`src/hdl/sgp_pkg.sv`:
```
`timescale 1ns / 1ps
// ----------------------------------------------------------------------------
// sgp_pkg
// Shared sizes, types and status codes of the row-major grid point sorter.
// ----------------------------------------------------------------------------
package sgp_pkg;

    localparam int MAX_POINTS     = 48;
    localparam int POINTS_PER_ROW = 3;

    localparam int COORD_W = 16;
    localparam int CNT_W   = $clog2(MAX_POINTS + 1);
    localparam int ADDR_W  = $clog2(MAX_POINTS);
    localparam int ROW_W   = (POINTS_PER_ROW > 1) ? $clog2(POINTS_PER_ROW) : 1;
    localparam int KIDX_W  = (CNT_W > ROW_W) ? CNT_W : ROW_W;
    localparam int KEY_W   = COORD_W + KIDX_W;

    typedef logic [1:0] t_status;

    localparam t_status ST_OK           = 2'd0;
    localparam t_status ST_NOT_MULTIPLE = 2'd1;
    localparam t_status ST_OVERFLOW     = 2'd2;

endpackage

```
`src/hdl/sort_grid_points_row_major.sv`:
```
`timescale 1ns / 1ps
// ----------------------------------------------------------------------------
// sort_grid_points_row_major
// Collects a set of points, then emits them in row-major grid order.
// ----------------------------------------------------------------------------
// Usage:
//   Input channel (i_valid / o_stall): one point per transfer, one transfer
//   per cycle while loading. i_last_point closes the set and starts sorting;
//   o_stall stays high until the whole set has been handed to the output
//   register.
//   Output channel (o_valid / i_stall): one result per transfer. A good set
//   gives one result per point, last one marked; a set whose count is not a
//   multiple of the row size, or that overflowed the store, gives a single
//   marked result with an error status and is dropped.
//   Sequence: after the last point, a check state. Each point then takes one
//   scan of the point RAM by a shared key comparator, plus a scan of the
//   row buffer and one emit step. Receiver stall holds the output register
//   and pauses the sequencer in its emit and error states.
//   Reset clears the point count, the overflow flag and both valids; the
//   point RAM is not cleared.
// ----------------------------------------------------------------------------
module sort_grid_points_row_major
    import sgp_pkg::*;
(
    input  logic               i_clk,
    input  logic               i_rst_n,
    input  logic               i_valid,
    output logic               o_stall,
    input  logic [COORD_W-1:0] i_x_pos,
    input  logic [COORD_W-1:0] i_y_pos,
    input  logic               i_last_point,
    output logic               o_valid,
    input  logic               i_stall,
    output logic [COORD_W-1:0] o_x_out,
    output logic [COORD_W-1:0] o_y_out,
    output logic               o_last_out,
    output t_status            o_status
);

    localparam logic [2:0] S_LOAD  = 3'd0;
    localparam logic [2:0] S_CHECK = 3'd1;
    localparam logic [2:0] S_SCAN  = 3'd2;
    localparam logic [2:0] S_ROW   = 3'd3;
    localparam logic [2:0] S_EMIT  = 3'd4;
    localparam logic [2:0] S_ERR   = 3'd5;

    localparam logic [ROW_W-1:0] ROW_LAST = ROW_W'(POINTS_PER_ROW - 1);
    localparam logic [CNT_W-1:0] CNT_MAX  = CNT_W'(MAX_POINTS);

    logic [2:0]         r_state;
    logic [CNT_W-1:0]   r_count;
    logic               r_ovf;
    logic [ROW_W-1:0]   r_mod;

    // y scan over the point RAM
    logic [CNT_W-1:0]   r_addr;
    logic               r_issue;
    logic               r_rd_v;
    logic [CNT_W-1:0]   r_rd_idx;
    logic               r_have_prev;
    logic [KEY_W-1:0]   r_prev_key;

    // best candidate of the current scan
    logic               r_best_v;
    logic [KEY_W-1:0]   r_best_key;
    logic [COORD_W-1:0] r_best_x;
    logic [COORD_W-1:0] r_best_y;

    // row buffer and x scan
    logic [COORD_W-1:0] r_row_x [POINTS_PER_ROW];
    logic [COORD_W-1:0] r_row_y [POINTS_PER_ROW];
    logic [ROW_W-1:0]   r_fill;
    logic [ROW_W-1:0]   r_rp;
    logic               r_rhave;
    logic [KEY_W-1:0]   r_rprev_key;
    logic [ROW_W-1:0]   r_rsel;
    logic [CNT_W-1:0]   r_emit;

    logic               r_out_v;
    logic [COORD_W-1:0] r_out_x;
    logic [COORD_W-1:0] r_out_y;
    logic               r_out_last;
    t_status            r_out_status;

    logic                 in_xfer;
    logic                 out_free;
    logic                 ram_we;
    logic [2*COORD_W-1:0] ram_rdata;
    logic [CNT_W-1:0]     last_idx;
    logic                 row_mode;
    logic [KEY_W-1:0]     cand_key;
    logic [COORD_W-1:0]   cand_x;
    logic [COORD_W-1:0]   cand_y;
    logic [KEY_W-1:0]     prev_key;
    logic                 have_prev;
    logic                 cand_step;
    logic                 cand_ok;
    logic                 cand_better;
    logic                 n_best_v;
    logic [KEY_W-1:0]     n_best_key;
    logic [COORD_W-1:0]   n_best_x;
    logic [COORD_W-1:0]   n_best_y;
    logic                 scan_done;

    assign in_xfer  = i_valid && !o_stall;
    assign out_free = !r_out_v || !i_stall;
    assign o_stall  = (r_state != S_LOAD);
    assign ram_we   = in_xfer && (r_count < CNT_MAX);
    assign last_idx = r_count - CNT_W'(1);

    sgp_ram #(
        .WIDTH (2 * COORD_W),
        .DEPTH (MAX_POINTS)
    ) u_ram (
        .i_clk   (i_clk),
        .i_we    (ram_we),
        .i_waddr (r_count[ADDR_W-1:0]),
        .i_wdata ({i_x_pos, i_y_pos}),
        .i_re    (r_issue),
        .i_raddr (r_addr[ADDR_W-1:0]),
        .o_rdata (ram_rdata)
    );

    // Shared key comparator: (y, arrival index) in the RAM scan,
    // (x, row position) in the row scan.
    always_comb begin
        row_mode = (r_state == S_ROW);
        if (row_mode) begin
            cand_x    = r_row_x[r_rp];
            cand_y    = r_row_y[r_rp];
            cand_key  = {r_row_x[r_rp], KIDX_W'(r_rp)};
            prev_key  = r_rprev_key;
            have_prev = r_rhave;
            cand_step = 1'b1;
        end else begin
            cand_x    = ram_rdata[2*COORD_W-1:COORD_W];
            cand_y    = ram_rdata[COORD_W-1:0];
            cand_key  = {ram_rdata[COORD_W-1:0], KIDX_W'(r_rd_idx)};
            prev_key  = r_prev_key;
            have_prev = r_have_prev;
            cand_step = (r_state == S_SCAN) && r_rd_v;
        end
        cand_ok     = !have_prev || (cand_key > prev_key);
        cand_better = cand_step && cand_ok && (!r_best_v || (cand_key < r_best_key));
        n_best_v    = r_best_v || cand_better;
        n_best_key  = cand_better ? cand_key : r_best_key;
        n_best_x    = cand_better ? cand_x : r_best_x;
        n_best_y    = cand_better ? cand_y : r_best_y;
        scan_done   = (r_state == S_SCAN) && r_rd_v && (r_rd_idx == last_idx);
    end

    always_ff @(posedge i_clk) begin
        if (!i_rst_n) begin
            r_state     <= S_LOAD;
            r_count     <= '0;
            r_ovf       <= 1'b0;
            r_mod       <= '0;
            r_issue     <= 1'b0;
            r_rd_v      <= 1'b0;
            r_have_prev <= 1'b0;
            r_best_v    <= 1'b0;
            r_rhave     <= 1'b0;
            r_out_v     <= 1'b0;
        end else begin
            if (r_out_v && !i_stall) begin
                r_out_v <= 1'b0;
            end
            r_best_v <= n_best_v;
            unique case (r_state)
                S_LOAD: begin
                    if (in_xfer) begin
                        if (r_count < CNT_MAX) begin
                            r_count <= r_count + CNT_W'(1);
                            r_mod   <= (r_mod == ROW_LAST) ? '0 : r_mod + ROW_W'(1);
                        end else begin
                            r_ovf <= 1'b1;
                        end
                        if (i_last_point) begin
                            r_state <= S_CHECK;
                        end
                    end
                end
                S_CHECK: begin
                    if (r_ovf || (r_mod != '0)) begin
                        r_state <= S_ERR;
                    end else begin
                        r_state     <= S_SCAN;
                        r_addr      <= '0;
                        r_issue     <= 1'b1;
                        r_have_prev <= 1'b0;
                        r_best_v    <= 1'b0;
                        r_fill      <= '0;
                        r_rsel      <= '0;
                        r_emit      <= '0;
                    end
                end
                S_SCAN: begin
                    if (r_issue) begin
                        r_addr <= r_addr + CNT_W'(1);
                        if (r_addr == last_idx) begin
                            r_issue <= 1'b0;
                        end
                    end
                    r_rd_v   <= r_issue;
                    r_rd_idx <= r_addr;
                    if (scan_done) begin
                        // park the selected point in the row buffer
                        r_row_x[r_fill] <= n_best_x;
                        r_row_y[r_fill] <= n_best_y;
                        r_prev_key      <= n_best_key;
                        r_have_prev     <= 1'b1;
                        r_best_v        <= 1'b0;
                        if (r_fill == ROW_LAST) begin
                            r_fill  <= '0;
                            r_rp    <= '0;
                            r_rhave <= 1'b0;
                            r_state <= S_ROW;
                        end else begin
                            r_fill  <= r_fill + ROW_W'(1);
                            r_addr  <= '0;
                            r_issue <= 1'b1;
                        end
                    end
                end
                S_ROW: begin
                    r_best_key <= n_best_key;
                    r_best_x   <= n_best_x;
                    r_best_y   <= n_best_y;
                    if (r_rp == ROW_LAST) begin
                        r_rp    <= '0;
                        r_state <= S_EMIT;
                    end else begin
                        r_rp <= r_rp + ROW_W'(1);
                    end
                end
                S_EMIT: begin
                    if (out_free) begin
                        r_out_v      <= 1'b1;
                        r_out_x      <= r_best_x;
                        r_out_y      <= r_best_y;
                        r_out_last   <= (r_emit == last_idx);
                        r_out_status <= ST_OK;
                        r_emit       <= r_emit + CNT_W'(1);
                        r_best_v     <= 1'b0;
                        r_rprev_key  <= r_best_key;
                        r_rhave      <= 1'b1;
                        if (r_rsel == ROW_LAST) begin
                            r_rsel <= '0;
                            if (r_emit == last_idx) begin
                                r_count <= '0;
                                r_ovf   <= 1'b0;
                                r_mod   <= '0;
                                r_state <= S_LOAD;
                            end else begin
                                r_addr  <= '0;
                                r_issue <= 1'b1;
                                r_state <= S_SCAN;
                            end
                        end else begin
                            r_rsel  <= r_rsel + ROW_W'(1);
                            r_state <= S_ROW;
                        end
                    end
                end
                S_ERR: begin
                    if (out_free) begin
                        r_out_v      <= 1'b1;
                        r_out_x      <= '0;
                        r_out_y      <= '0;
                        r_out_last   <= 1'b1;
                        r_out_status <= r_ovf ? ST_OVERFLOW : ST_NOT_MULTIPLE;
                        r_count      <= '0;
                        r_ovf        <= 1'b0;
                        r_mod        <= '0;
                        r_state      <= S_LOAD;
                    end
                end
                default: begin
                    r_state <= S_LOAD;
                end
            endcase
            if (r_state != S_SCAN && r_state != S_ROW) begin
                // best only tracks during scans; keep payload registers in step
                if (r_state != S_EMIT) begin
                    r_best_key <= n_best_key;
                end
            end
            if (r_state == S_SCAN) begin
                r_best_key <= n_best_key;
                r_best_x   <= n_best_x;
                r_best_y   <= n_best_y;
            end
        end
    end

    assign o_valid    = r_out_v;
    assign o_x_out    = r_out_x;
    assign o_y_out    = r_out_y;
    assign o_last_out = r_out_last;
    assign o_status   = r_out_status;

endmodule

```
`src/hdl/sgp_ram.sv`:
```
`timescale 1ns / 1ps
// ----------------------------------------------------------------------------
// sgp_ram
// Generic single-write, single-read RAM with a registered read port.
// ----------------------------------------------------------------------------
module sgp_ram #(
    parameter int WIDTH = 32,
    parameter int DEPTH = 48
) (
    input  logic                     i_clk,
    input  logic                     i_we,
    input  logic [$clog2(DEPTH)-1:0] i_waddr,
    input  logic [WIDTH-1:0]         i_wdata,
    input  logic                     i_re,
    input  logic [$clog2(DEPTH)-1:0] i_raddr,
    output logic [WIDTH-1:0]         o_rdata
);

    logic [WIDTH-1:0] r_mem [DEPTH];
    logic [WIDTH-1:0] r_rdata;

    always_ff @(posedge i_clk) begin
        if (i_we) begin
            r_mem[i_waddr] <= i_wdata;
        end
        if (i_re) begin
            r_rdata <= r_mem[i_raddr];
        end
    end

    assign o_rdata = r_rdata;

endmodule

```
`config.mk`:
```
export PLATFORM = sky130hd
export DESIGN_NAME = sort_grid_points_row_major
export DESIGN_NICKNAME = d
export VERILOG_FILES = /design/src/hdl/sgp_pkg.sv /design/src/hdl/sort_grid_points_row_major.sv /design/src/hdl/sgp_ram.sv
export SDC_FILE = /design/constraint.sdc
export NUM_CORES = 2
export LEC_CHECK = 0
export BUFFER_PORTS_ARGS = -buffer_cell sky130_fd_sc_hd__buf_2
export CORE_UTILIZATION = 68
export DETAILED_ROUTE_END_ITERATION = 10
export HOLD_SLACK_MARGIN = 0.1
export PLACE_DENSITY = 0.85
export SLEW_MARGIN = 25
export SYNTH_ARGS = -nofsm -noshare
export SYNTH_HDL_FRONTEND = slang
export SYNTH_SLANG_ARGS = --single-unit
export TNS_END_PERCENT = 20
```
`constraint.sdc`:
```
create_clock -name i_clk -period 8.53 [get_ports i_clk]
set_input_delay 1.2795 -clock i_clk [delete_from_list [all_inputs] [get_ports i_clk]]
set_output_delay 1.2795 -clock i_clk [all_outputs]
set_load 0.01 [all_outputs]
```
## Word-level counts from Yosys, hierarchy flattened

Memory sizes are Yosys's and may differ from the RTL's. A register that Yosys moved wholly into a read port is not among the register bits.
Cells that the tools add are included.

| storage, ports and cells | value |
|---|---|
| input bits | 37 |
| bits in writable memories | 1632 |
| bits in registers | 175 |
| output and inout bits | 37 |
| memories | 3 |
| logic and storage cells | 223 |

Memory list:

| name | depth | bits a word | rd ports | clocked after memory_dff | write ports | line | RTL |
|---|---|---|---|---|---|---|---|
| u_ram.r_mem | 48 | 32 | 1 | 1 | 1 | sgp_ram.sv:19 | `logic [WIDTH-1:0] r_mem [DEPTH];` |
| r_row_x | 3 | 16 | 1 | 1 | 1 | sort_grid_points_row_major.sv:70 | `logic [COORD_W-1:0] r_row_x [POINTS_PER_ROW];` |
| r_row_y | 3 | 16 | 1 | 1 | 1 | sort_grid_points_row_major.sv:71 | `logic [COORD_W-1:0] r_row_y [POINTS_PER_ROW];` |

| operators by class | value |
|---|---|
| reductions and logical operators | 44 |
| $lt $le $gt $ge | 3 |
| mux-type cells | 112 |
| add/subtract/negate cells | 8 |
| equality and inequality tests | 28 |

Operators by type and width:

| cell | number |
|---|---|
| two-way mux 16 bit | 11 |
| two-way mux 22 bit | 7 |
| two-way mux 6 bit | 14 |
| one-hot mux 16 bit (2 select lines) | 2 |
| two-way mux 2 bit | 20 |
| one-hot mux 6 bit (3 select lines) | 2 |
| two-way mux 1 bit | 34 |
| two-way mux 3 bit | 9 |
| inequality test 2 bit (second input constant) | 12 |
| > comparator 22 bit | 1 |
| < comparator 22 bit | 1 |
| AND reduction 7 bit | 3 |
| AND reduction 4 bit | 5 |
| adder 6 x 1 -> 6 bit (second input constant) | 3 |
| == test 6 bit | 3 |
| one-hot mux 3 bit (6 select lines) | 1 |
| one-hot mux 2 bit (2 select lines) | 4 |
| one-hot mux 6 bit (2 select lines) | 1 |
| nonzero test 2 bit | 6 |
| one-hot mux 1 bit (3 select lines) | 3 |
| AND reduction 3 bit | 3 |
| nonzero test 3 bit | 3 |
| adder 2 x 1 -> 2 bit (second input constant) | 4 |
| == test 2 bit (second input constant) | 4 |
| other kinds (18) | 39 |

## Longest topological paths before layout

| depth | value |
|---|---|
| word-level depth | 11 |
| gate-level depth with buffers | 16 |
| mapped depth without buffers | 12 |

## Modules after synthesis

A second synthesis with hierarchy kept.

| second synthesis, totals | value |
|---|---|
| cells, all modules | 3901 |
| area total of the unflattened synthesis | 73364.1 sq um |

Modules (own cells, without submodules):

| module | cells an instance | times used | seq. area each (sq um) | area each (sq um) |
|---|---|---|---|---|
| sgp_ram | 2909 | 1 | 47085.2 | 60463.0 |
| sort_grid_points_row_major | 992 | 1 | 7997.7 | 12901.1 |

## Worst setup path before layout

Ideal clock, no wire load.

| timing | value |
|---|---|
| path kind | reg-to-reg |
| start point | register r_state[2] |
| end point | register r_best_x[12] (data pin) |
| data required time | 8257 ps |
| buffers on the path | 5 |
| stages on the path, launching flop included | 16 |
| setup slack | 4608 ps |
| period minus slack after synthesis | 3922 ps |
| setup time | 273 ps |
| data arrival time | 3649 ps |
| path through | dfxtp_1 > nand3b_4 > clkbuf_1 > clkbuf_1 > clkbuf_1 > mux2i_1 > ha_1 > nand4_1 > nor4_1 > o31ai_1 > nand4_1 > nand3_1 > a31oi_2 > buf_6 > buf_6 > mux2_1 |

| on the way | value |
|---|---|
| longest elaborated chain between the ends | 9 |
| elaborated cells on any way between the ends | 18 |
| those cells by class | order compare: 2; eq/ne: 2; mux: 8; reduce/logical: 6 |

Ends and longest elaborated chain:

| element | line | RTL |
|---|---|---|
| from (decl) | sort_grid_points_row_major.sv:50 | `logic [2:0] r_state;` |
| from (signal assigned) | sort_grid_points_row_major.sv:154 | `r_state <= S_LOAD;` |
| from (signal assigned) | sort_grid_points_row_major.sv:179 | `r_state <= S_CHECK;` |
| from (signal assigned) | sort_grid_points_row_major.sv:185 | `r_state <= S_ERR;` |
| == test 3 x 2 -> 1 bit | sort_grid_points_row_major.sv:127 | `row_mode = (r_state == S_ROW);` |
| two-way mux 22 bit or two-way mux 1 bit (tied branches) | sort_grid_points_row_major.sv:128 | `if (row_mode) begin` |
| > comparator 22 bit or logical NOT 1 bit (tied branches) | sort_grid_points_row_major.sv:143 | `cand_ok = !have_prev \|\| (cand_key > prev_key);` |
| logical OR 1 bit | sort_grid_points_row_major.sv:143 |  |
| logical AND 1 bit (2 in series) | sort_grid_points_row_major.sv:144 | `cand_better = cand_step && cand_ok && (!r_best_v \|\| (cand_key < r_best_key));` |
| two-way mux 16 bit * | sort_grid_points_row_major.sv:147 | `n_best_x = cand_better ? cand_x : r_best_x;` |
| net n_best_x[12] | sort_grid_points_row_major.sv:101 | `logic [COORD_W-1:0] n_best_x;` |
| two-way mux 16 bit | sort_grid_points_row_major.sv:169 | `unique case (r_state)` |
| two-way mux 16 bit * | sort_grid_points_row_major.sv:288 | `if (r_state == S_SCAN) begin` |
| to (signal assigned) | sort_grid_points_row_major.sv:227 | `r_best_x <= n_best_x;` |
| to (signal assigned) | sort_grid_points_row_major.sv:290 | `r_best_x <= n_best_x;` |
| to (decl) | sort_grid_points_row_major.sv:66 | `logic [COORD_W-1:0] r_best_x;` |

The timed path passes the listed nets; every way through them passes the cells marked *. The select of a mux whose other input is x is not followed.
A chain may end at the register's enable or synchronous reset.

## Worst setup path after layout

| timing | value |
|---|---|
| start point | register r_state[1] |
| end point | memory r_row_x[1][14] (data pin) |

| on the way | value |
|---|---|
| longest elaborated chain between the ends | 7 |
| elaborated cells on any way between the ends | 16 |
| those cells by class | order compare: 2; eq/ne: 2; mux: 6; reduce/logical: 6 |

Ends and longest elaborated chain:

| element | line |
|---|---|
| == test 3 x 2 -> 1 bit | sort_grid_points_row_major.sv:127 |
| two-way mux 22 bit or two-way mux 1 bit (tied branches) | sort_grid_points_row_major.sv:128 |
| > comparator 22 bit or logical NOT 1 bit (tied branches) | sort_grid_points_row_major.sv:143 |
| logical OR 1 bit | sort_grid_points_row_major.sv:143 |
| logical AND 1 bit (2 in series) | sort_grid_points_row_major.sv:144 |
| two-way mux 16 bit * | sort_grid_points_row_major.sv:147 |
| net n_best_x[14] | sort_grid_points_row_major.sv:101 |
| to (decl) | sort_grid_points_row_major.sv:70 |

The timed path passes the listed nets; every way through them passes the cells marked *.

==> impl_metrics.py <==
metrics = {
    "floorplan": {
        "dieWidth_um": 328,
        "io_pins": 74,
        "die_area_um2": 108000,
        "num_rows": 119,
        "start_util": 0.686,
        "fp.coreArea_um2": 105000,
        "die_y_um": 328,
    },
    "synthesis": {
        "post_synth_num_cell_types": 67,
        "syn_inst": 3322,
        "synth_fa_ha_area_frac": 0.00883,
        "synth_nets": 3410,
        "synth_edf_count": 1821,
        "synthXorXnorAreaFrac": 0.00445,
        "yosys_warnings": 0,
        "synth_compound_area_frac": 0.0137,
        "synth_area_leader_cell": "edfxtp_1",
        "synthTopCellsByCount": "edfxtp_1, mux4_2, nand2_1",
        "yosysTopAreaCellShare": 0.757,
        "ys_ff_latch": 1841,
        "synth-main-ff-cell": "edfxtp_1",
        "synthSimpleGateAreaFrac": 0.0245,
        "synthTopCellsByArea": "edfxtp_1, mux4_2, mux2i_1",
        "synth_top_family_by_area": "multiplexers",
        "ys_seq_area_frac": 0.762,
        "synth.most_common_cell": "edfxtp_1",
        "avgSynthCellArea_um2": 21.8,
        "ys_async_sr_fraction": 0,
        "muxShareOfSynthArea": 0.174,
        "syn_area_um2": 72300,
    },
    "worst_setup_path": {
        "rrSetupSlack_ps": 3340,
        "reg2regPathDepth": 12,
        "crit_start": "r_state[1]",
        "cp-end-kind": "register",
        "critical_path_class": "reg2reg",
        "start_kind": "register",
        "r2r-start": "r_state[1]",
        "reg2reg_to": "r_row_x[1][14]",
        "crit_required_ps": 9050,
        "cp.arrival_ps": 5710,
        "path_max_fanout": 36,
    },
    "drt": {
        "via_per_inst": 7.42,
        "post_drt_wl_per_cell_um": 38.9,
        "postRouteAntennaNets": 0,
        "drt_iter0_drc": 5931,
        "vias": 37200,
        "drt-total-wl_um": 195000,
        "drtPass1Iterations": 6,
        "drc": 0,
    },
    "grt": {
        "overflow": 0,
        "grt_max_degree": 147,
        "antenna_found_initial": 6,
        "grt_usage": 0.373,
        "grt_pass1_wl_um": 275000,
        "grt_pass1_vias": 38000,
    },
    "cts": {
        "clock_sinks": 1841,
        "cts_tree": "built",
        "ctsRootBufferMaster": "clkbuf_16",
        "htreeDepth": 4,
        "hold_buffers": 0,
        "post_cts_buffers": 0,
        "clockBufferDepth": 3,
        "ctsResizeCount": 0,
        "path_clk_slew_ps": 60,
        "clock_latency_ps": 810,
        "cts_buffers": 173,
    },
    "timing": {
        "setup_slack_ps": 3340,
        "hold_violations": 0,
        "slew_viol_final": 0,
        "fin_crit_sh": 0.608,
        "rsz0062_at_grt": "false",
        "setup_tns_ps": 0,
        "maxSlewHeadroom": 0.227,
        "finalSetupViolCount": 0,
        "fin_skew_ps": 32.2,
        "min_period_ps": 5190,
        "worstMarginPinSlew_ps": 1150,
        "timing.fmax_ghz": 0.193,
    },
    "worst_hold_path": {
        "whs_endpoint": "r_rprev_key[16]",
        "hold_path_class": "reg2reg",
        "hold_path_depth": 0,
        "min_from": "r_best_key[16]",
    },
    "layout": {
        "layout-drive-gt1-share": 0.273,
        "area_delta_synth_final_pct": 11.1,
        "num-nets-final": 3568,
        "final_area_um2": 80300,
    },
    "place": {
        "post-place-ws_ps": 3240,
        "portBuffers": 73,
        "place_hpwl_um": 94900,
        "gp_congestion": 0.877,
        "dpl_cell_area_um2": 74700,
    },
    "flow_run": {
        "max-cap-violations": 0,
    },
    "power_and_ir_drop": {
        "power_density_nw_per_um2": 276,
        "leakagePower_nw": 25.7,
        "ir_drop_mv": 0.225,
    },
    "run_status": {
        "status": "complete, no violations",
    },
}
==> worst max-delay path: stages, from the launching register on <==
cell and delay (ps):
dfxtp_1 680, and3b_1 870, nand2_1 220, nand2_1 230
ha_1 190, nand4_1 180, nor4_1 550, o31ai_1 180
nand4_1 140, nand3_1 130, a31oi_4 490, buf_4 560
mux2_1 440
==> how the worst max path moves through the flow <==
stage	end	slack (ps)	cells past startpoint
after detailed placement	r_row_x[0][3]	3240	12
after global placement	r_best_y[4]	3530	12
after global routing	r_row_y[0][13]	3120	12
after floorplan	r_best_x[12]	4610	15
after CTS	r_row_x[0][14]	3190	12
final	r_row_x[1][14]	3340	12
==> report_power, final <==
part / switching, W / total, W / internal [W] / leakage [nW]
clock: 0.00341 / 0.00774 / 0.00433 / 2.71
sequential: 0.000195 / 0.0105 / 0.0103 / 16.6
combinational: 0.00227 / 0.00394 / 0.00167 / 6.44
==> per-stage QoR <==
stage	hold WS, ps	std cells	utilization	power [W]
6_report	493	5013	0.763	0.0222
3_5_place_dp	480	4694	0.709	0.0144
5_1_grt	511	5012	0.763	0.0227
2_1_floorplan	424	3322	-	0.0133
3_3_place_gp	476	4694	0.709	0.0142
4_1_cts	490	5009	0.762	0.0222
==> sequential cells by signal, summed over array words and instances (netlist names), 22 cells and up, named ones only <==
register,cells
u_ram.r_mem,1536
r_row_x,48
r_row_y,48
u_ram.o_rdata,32
r_best_key,22
r_prev_key,22
r_rprev_key,22
==> layer usage <==
layer	routed length, um	track usage	vias up
li1	-	-	14100
met1	63500	0.475	19000
met2	95900	0.599	3321
met3	23200	0.0907	708
met4	12500	0.210	8
met5	47	0	-
==> cell usage in the layout, fill, tap and decap left out, drive strengths merged, types with 5 or more instances in the layout <==
cell,netlist,final
edfxtp,1821,1821
mux4,480,480
clkbuf,96,216
nand2,163,163
buf,77,156
nor2,101,101
mux2i,90,90
o21ai,78,78
mux2,77,77
clkinv,1,66
ha,51,51
inv,33,43
a21oi,41,41
and2,41,41
dfxtp,20,20
nand4,16,16
xnor2,16,16
bufinv,0,16
xor2,13,13
and3,10,10
a211oi,10,10
nand3,9,9
clkinvlp,0,8
nor3,7,7
a31oi,6,6
a21o,5,5
nand2b,5,5
==> kinds of logic (layout without fill, tap and decap cells) <==
kind of cell | count (synthesis) | count (layout)
flops | 1841 | 1841
mux | 647 | 647
simple gates | 381 | 381
buf+inv | 207 | 505
compound gates | 163 | 163
fa+ha+maj | 51 | 51
xor+xnor | 32 | 32
other cells | 0 | 2
==> cell type report <==
| cell class | count | area (um2) |
|---|---|---|
| Timing Repair Buffer | 156 | 1070 |
| Multi-Input combinational cell | 1274 | 16700 |
| Sequential cell | 1841 | 55100 |
| Tap cell | 1391 | 1740 |
| Antenna cell | 2 | 5.00 |
| Clock buffer | 216 | 4610 |
| Fill cell | 4990 | 25000 |
| Inverter | 34 | 128 |
| Clock inverter | 99 | 973 |
Power figures use the tool's default switching activity.
